[config.mk]
export PLATFORM = sky130hd
export DESIGN_NAME = mec_ram
export DESIGN_NICKNAME = d
export VERILOG_FILES = /design/src/rtl/assert_macros.svh /design/src/rtl/mec_ram.sv
export SDC_FILE = /design/constraint.sdc
export NUM_CORES = 1
export LEC_CHECK = 0
export BUFFER_PORTS_ARGS = -buffer_cell sky130_fd_sc_hd__buf_2
export CAP_MARGIN = 20
export CELL_PAD_IN_SITES_DETAIL_PLACEMENT = 1
export CELL_PAD_IN_SITES_GLOBAL_PLACEMENT = 1
export CORE_UTILIZATION = 40
export DETAILED_ROUTE_END_ITERATION = 7
export GPL_ROUTABILITY_DRIVEN = 0
export PLACE_DENSITY = 0.69
export SLEW_MARGIN = 10
export SYNTH_ARGS = -nofsm -noshare
export SYNTH_HDL_FRONTEND = slang
export SYNTH_SLANG_ARGS = --single-unit
[constraint.sdc]
create_clock -name clock -period 3.8 [get_ports clock]
set_input_delay 0.57 -clock clock [delete_from_list [all_inputs] [get_ports clock]]
set_output_delay 0.57 -clock clock [all_outputs]
set_load 0.05 [all_outputs]
[src/rtl/assert_macros.svh]
// Assertion helpers shared by the RTL files.
`ifndef ASSERT_MACROS_SVH
`define ASSERT_MACROS_SVH

// Property checked at every rising clock edge outside reset.
`define MEC_ASSERT(lbl, clk, rst, prop, msg) \
   lbl: assert property (@(posedge clk) disable iff (rst) (prop)) else $error(msg);

// Overlapping implication checked outside reset.
`define MEC_ASSERT_IMPL(lbl, clk, rst, ante, cons, msg) \
   lbl: assert property (@(posedge clk) disable iff (rst) (ante) |-> (cons)) else $error(msg);

`endif

[src/rtl/mec_ram.sv]
module mec_ram #(
   parameter int WIDTH = 8,
   parameter int DEPTH = 16,
   localparam int AW = $clog2(DEPTH)
) (
   input  logic             clock,
   input  logic             we,
   input  logic [AW-1:0]    waddr,
   input  logic [WIDTH-1:0] wdata,
   input  logic             re,
   input  logic [AW-1:0]    raddr,
   output logic [WIDTH-1:0] rdata
);

   logic [WIDTH-1:0] mem_ff [DEPTH];
   logic [WIDTH-1:0] rdata_ff;

   // One write port, one registered read port
   always_ff @(posedge clock) begin
      if (we) begin
         mem_ff[waddr] <= wdata;
      end
      if (re) begin
         rdata_ff <= mem_ff[raddr];
      end
   end

   assign rdata = rdata_ff;

endmodule

# Word level (Yosys, flattened, before mapping)
# Memory sizes are Yosys's and may differ from the RTL's. A register that Yosys moved wholly into a read port is not among the register bits.
# Index checks and enable logic that the tools add are counted.
# totals
ff_bits	0
ram_bits	128
inputBits	19
memories	1
# classes
n_mux	2
# mem_list
name	words	width	read_ports	rd_clocked_by_memory_dff	write_ports	line_no	source
mem_ff	16	8	1	1	1	mec_ram.sv:15	logic [WIDTH-1:0] mem_ff [DEPTH];
# op_table
op	count
$mux 1	2

# Depth between registers and ports, before layout
# depth
word_depth	2
mapped_depth	5
ltp_nobuf	3

# Worst setup path before layout
# Ideal clock, no wire load.
# synth_path
path_type	input -> register
from	input waddr[2]
to	memory mem_ff[0][0], enable pin
setup_time_ns	0.383
arrival_time_ns	1.680
required_ns	3.417
slack_ns	1.737
cell_stages	2
path_cell_list	or3b_2 > nor3_1
# synth_rtl
element	line_no	source
start: declaration	mec_ram.sv:8	input logic [AW-1:0] waddr,
end: declaration	mec_ram.sv:15	
# Straight into the memory's write port.

==> results.txt <==
- Slew at the pin closest to its max-slew limit: 1.06 ns
* Portion of the clock cycle consumed by the worst path in the final layout: 0.539
* Post-cts repair resize count: 0
- RSZ-0062 raised after global routing: false
- Area after detailed placement: ~5500 sq um
- The number of clock buffers added by TritonCTS is 17.
- Number of max-slew violations in the final report: 0
* Launching element type of the critical path: primary input
- For this run, the register share of the synthesized area comes to 0.781.
- Clock-pin slew was measured on the worst setup and hold paths at 0.05 ns.
- The most critical setup path has its startpoint at raddr[0].
- Max stage delay on crit path: 0.59 ns
- Endpoints failing setup: 0
- Std-Cell Core Area: 12700 sq um
- The first TritonRoute pass finished after 4 iterations.
- Signed area change from the synthesized netlist to the final layout: 16.7%
- In the final routed layout, each cell accounts on average for ~23 um.
* Clock period minus worst slack: about 2.0 ns
- Num ports: 27
- Following the worst setup path forward leads to its endpoint at rdata[3].
- After clock tree synthesis, the setup repair step added 0 buffers.
- In this run the tightest slew margin relative to its limit is 0.289.
- Layout Skew: 0.00378 ns
- The Yosys step of the flow raised 0 warnings.
- Wires add up to 10.4 mm.
- After synthesis, the netlist uses 18 different library cells.
- HPWL after detailed placement: ~6.7 mm
* TritonCTS clock tree: built
- Final routed DRC violation total: 0
* Vias in the first global route: between 2000 and 3000
- R2r setup slk: roughly 2.3 ns
- Flop and latch count out of synthesis: between 100 and 150
- Power density normalized to cell area: ~570 nW/um^2
- The first global-routing pass estimated around 16 mm of wire.
- IR drop worst, VDD: 319 uV
* Utilization after layout: 0.481
- By area the synthesized netlist is led by edfxtp_1 78%, mux4_2 7.8%, mux4_1 7.0%.
- For this run the aggregate overflow at the end of global routing stands at 0.
- Walking the worst path, the cells encountered are buf_2 > buf_12 > mux4_1 > a22oi_1 > nand2_1.
* Slowest CP cell: mux4_1
- Capture instance of the worst register-to-register path: rdata[7]
- Data on the critical path arrives at its endpoint at around 2.2 ns.
- Die footprint: approximately 14000 sq um
- Max-cap violations in this run came to 0.
- Hold is met by slightly above 0.5 ns.
* Clk Tree Root Cell: clkbuf_16
- Maximum number of pins on one net before global-route repair: 33
- For this run, the total global-route usage over all layers was measured as 0.173.
- Once placement completed, the tool counted placed cells totaling 420.
- Measured along the y axis, the die boundary spans between 100 and 150 um.
* Start-to-end type of the worst setup path: primary input to flop
- Post-route design area: just over 6000 sq um
* R2R cell count: 3
* Cell count after synthesis: ~230
* Horizontal die dimension: around 120 um
* Maximum count of clock buffers along a single path: 2
* Number of buffers inserted by port buffering: 26
* Net count after synthesis: ~250
- A synthesized cell averages roughly 23 sq um.
- Clock insertion delay at the later pin of the skew report: roughly 0.41 ns
- In this run the static leakage power is about 2 nW.
- The startpoint identified for the worst register-to-register timing path is mem_ff[7][7].
- Clock tree synthesis found a total of about 140 sinks.
- The initial antenna violation count was 0.
* Detail-routed via count per cell: 5.28
- Cell taking the most area after synthesis: edfxtp_1
* Crit end category: flop
* Share of cells above drive strength 1: 0.268
- Derived from the worst setup path, the maximum achievable clock frequency is ~490 MHz.
* Final std cells w/o fill: 452
* Class of the worst hold path: primary input to flop
* Status: finished clean
- Final Hold Vio Count: 0
- In this run the worst path has a maximum fanout of 18.
* 1st-iter DRT viols: between 200 and 250
- The detail route stage leaves a number of antenna-violating nets equal to 0.
- Clock H-tree levels: 4
- Detailed routing inserted a total of around 2400 vias.
- Starting density of the core: 0.413
- Area share of the leading cell type in the synthesized netlist: 0.781
- Number of diodes: 0
* Total Nets Final: between 200 and 300
- Required time reported for the critical path endpoint: roughly 4 ns
- Placement Rows: 41
- Cell area after technology mapping: between 5000 and 6000 sq um
* Sum of negative setup slack: 0 ns
- Buffers inserted to repair hold after CTS numbered 0.
==> logic make-up after synthesis <==
family | Yosys count | synth area share
compound gates | 16 | 0.0230
simple gates | 35 | 0.0314
flops | 136 | 0.781
buf+inv | 10 | 0.0165
mux | 32 | 0.148
==> synth_stat cells (all sizes together) <==
master,n
a22oi,16
and2,1
and2b,1
buf,7
clkdlybuf4s25,3
edfxtp,136
mux4,32
nand2,9
nand2b,2
nand3,1
nand3b,2
nor2,13
nor2b,1
nor3,4
or3b,1
==> layer usage <==
layer / vias up / global-route usage / part of all wire
met4: 0 / 0.0880 / 0.026
met1: 1235 / 0.222 / 0.42
li1: 1054 / - / -
met5: - / 0 / 0
met3: 17 / 0.0332 / 0.044
met2: 80 / 0.282 / 0.51
==> metrics by stage <==
stage,total power [mW],setup slack (ns)
floorplan,1.84,1.74
CTS,3.49,1.71
finish,3.46,1.75
detailed placement,1.91,1.31
global placement,1.90,1.32
global route,3.55,1.61
==> power breakdown <==
| group | leakage [nW] | internal, mW | switching [mW] |
|---|---|---|---|
| registers | 1.24 | 1.69 | 0.00823 |
| logic | 0.495 | 0.0609 | 0.113 |
| clock network | 0.277 | 1.02 | 0.573 |
| total | 2.01 | 2.77 | 0.694 |
==> how the worst min path moves through the flow <==
| stage | start | to | slack (ns) | depth (start not counted) |
|---|---|---|---|---|
| global placement | mem_ff[11][3] | rdata[3] | 0.73 | 3 |
| global route | re | rdata[3] | 0.52 | 1 |
| finish | re | rdata[3] | 0.52 | 1 |
| detailed placement | mem_ff[11][3] | rdata[3] | 0.75 | 3 |
| CTS | re | rdata[3] | 0.51 | 1 |
| floorplan | wdata[0] | mem_ff[0][0] | 0.67 | 0 |
==> flip-flops by register name, indices dropped and copies added, names as in the netlist <==
register and flops:
mem_ff 128, rdata 8
==> critical path: cells and delay by family <==
kind	cells	cell delay (ns)
AOI/OAI and AO/OA	1	0.26
muxes	1	0.59
buffers and inverters	2	0.70
and+or+nand+nor	1	0.08
==> final cells by class <==
cell class / instances / area, sq um
Fill cell: 1142 / 6570
Tap cell: 172 / 215
Timing Repair Buffer: 29 / 165
Sequential cell: 136 / 4080
Clock inverter: 12 / 133
Clock buffer: 20 / 437
Multi-Input combinational cell: 83 / 1070
==> cells in the final DEF, fill, tap and decap left out <==
cell type	Yosys	final
edfxtp_1	136	136
buf_2	3	26
mux4_2	18	18
clkbuf_16	0	17
a22oi_1	16	16
mux4_1	14	14
nor2_1	13	13
nand2_1	9	9
clkinv_2	0	4
clkinv_1	0	4
bufinv_16	0	3
clkbuf_1	0	3
nand3b_1	2	2
nor3_2	0	2
nand2b_1	2	2
nor3_1	4	2
buf_4	1	2
nor2b_1	1	1
and2_1	1	1
and2b_1	1	1
nand3_1	1	1
or3b_2	1	1
clkinvlp_4	0	1
buf_12	0	1
Power figures use the tool's default switching activity.
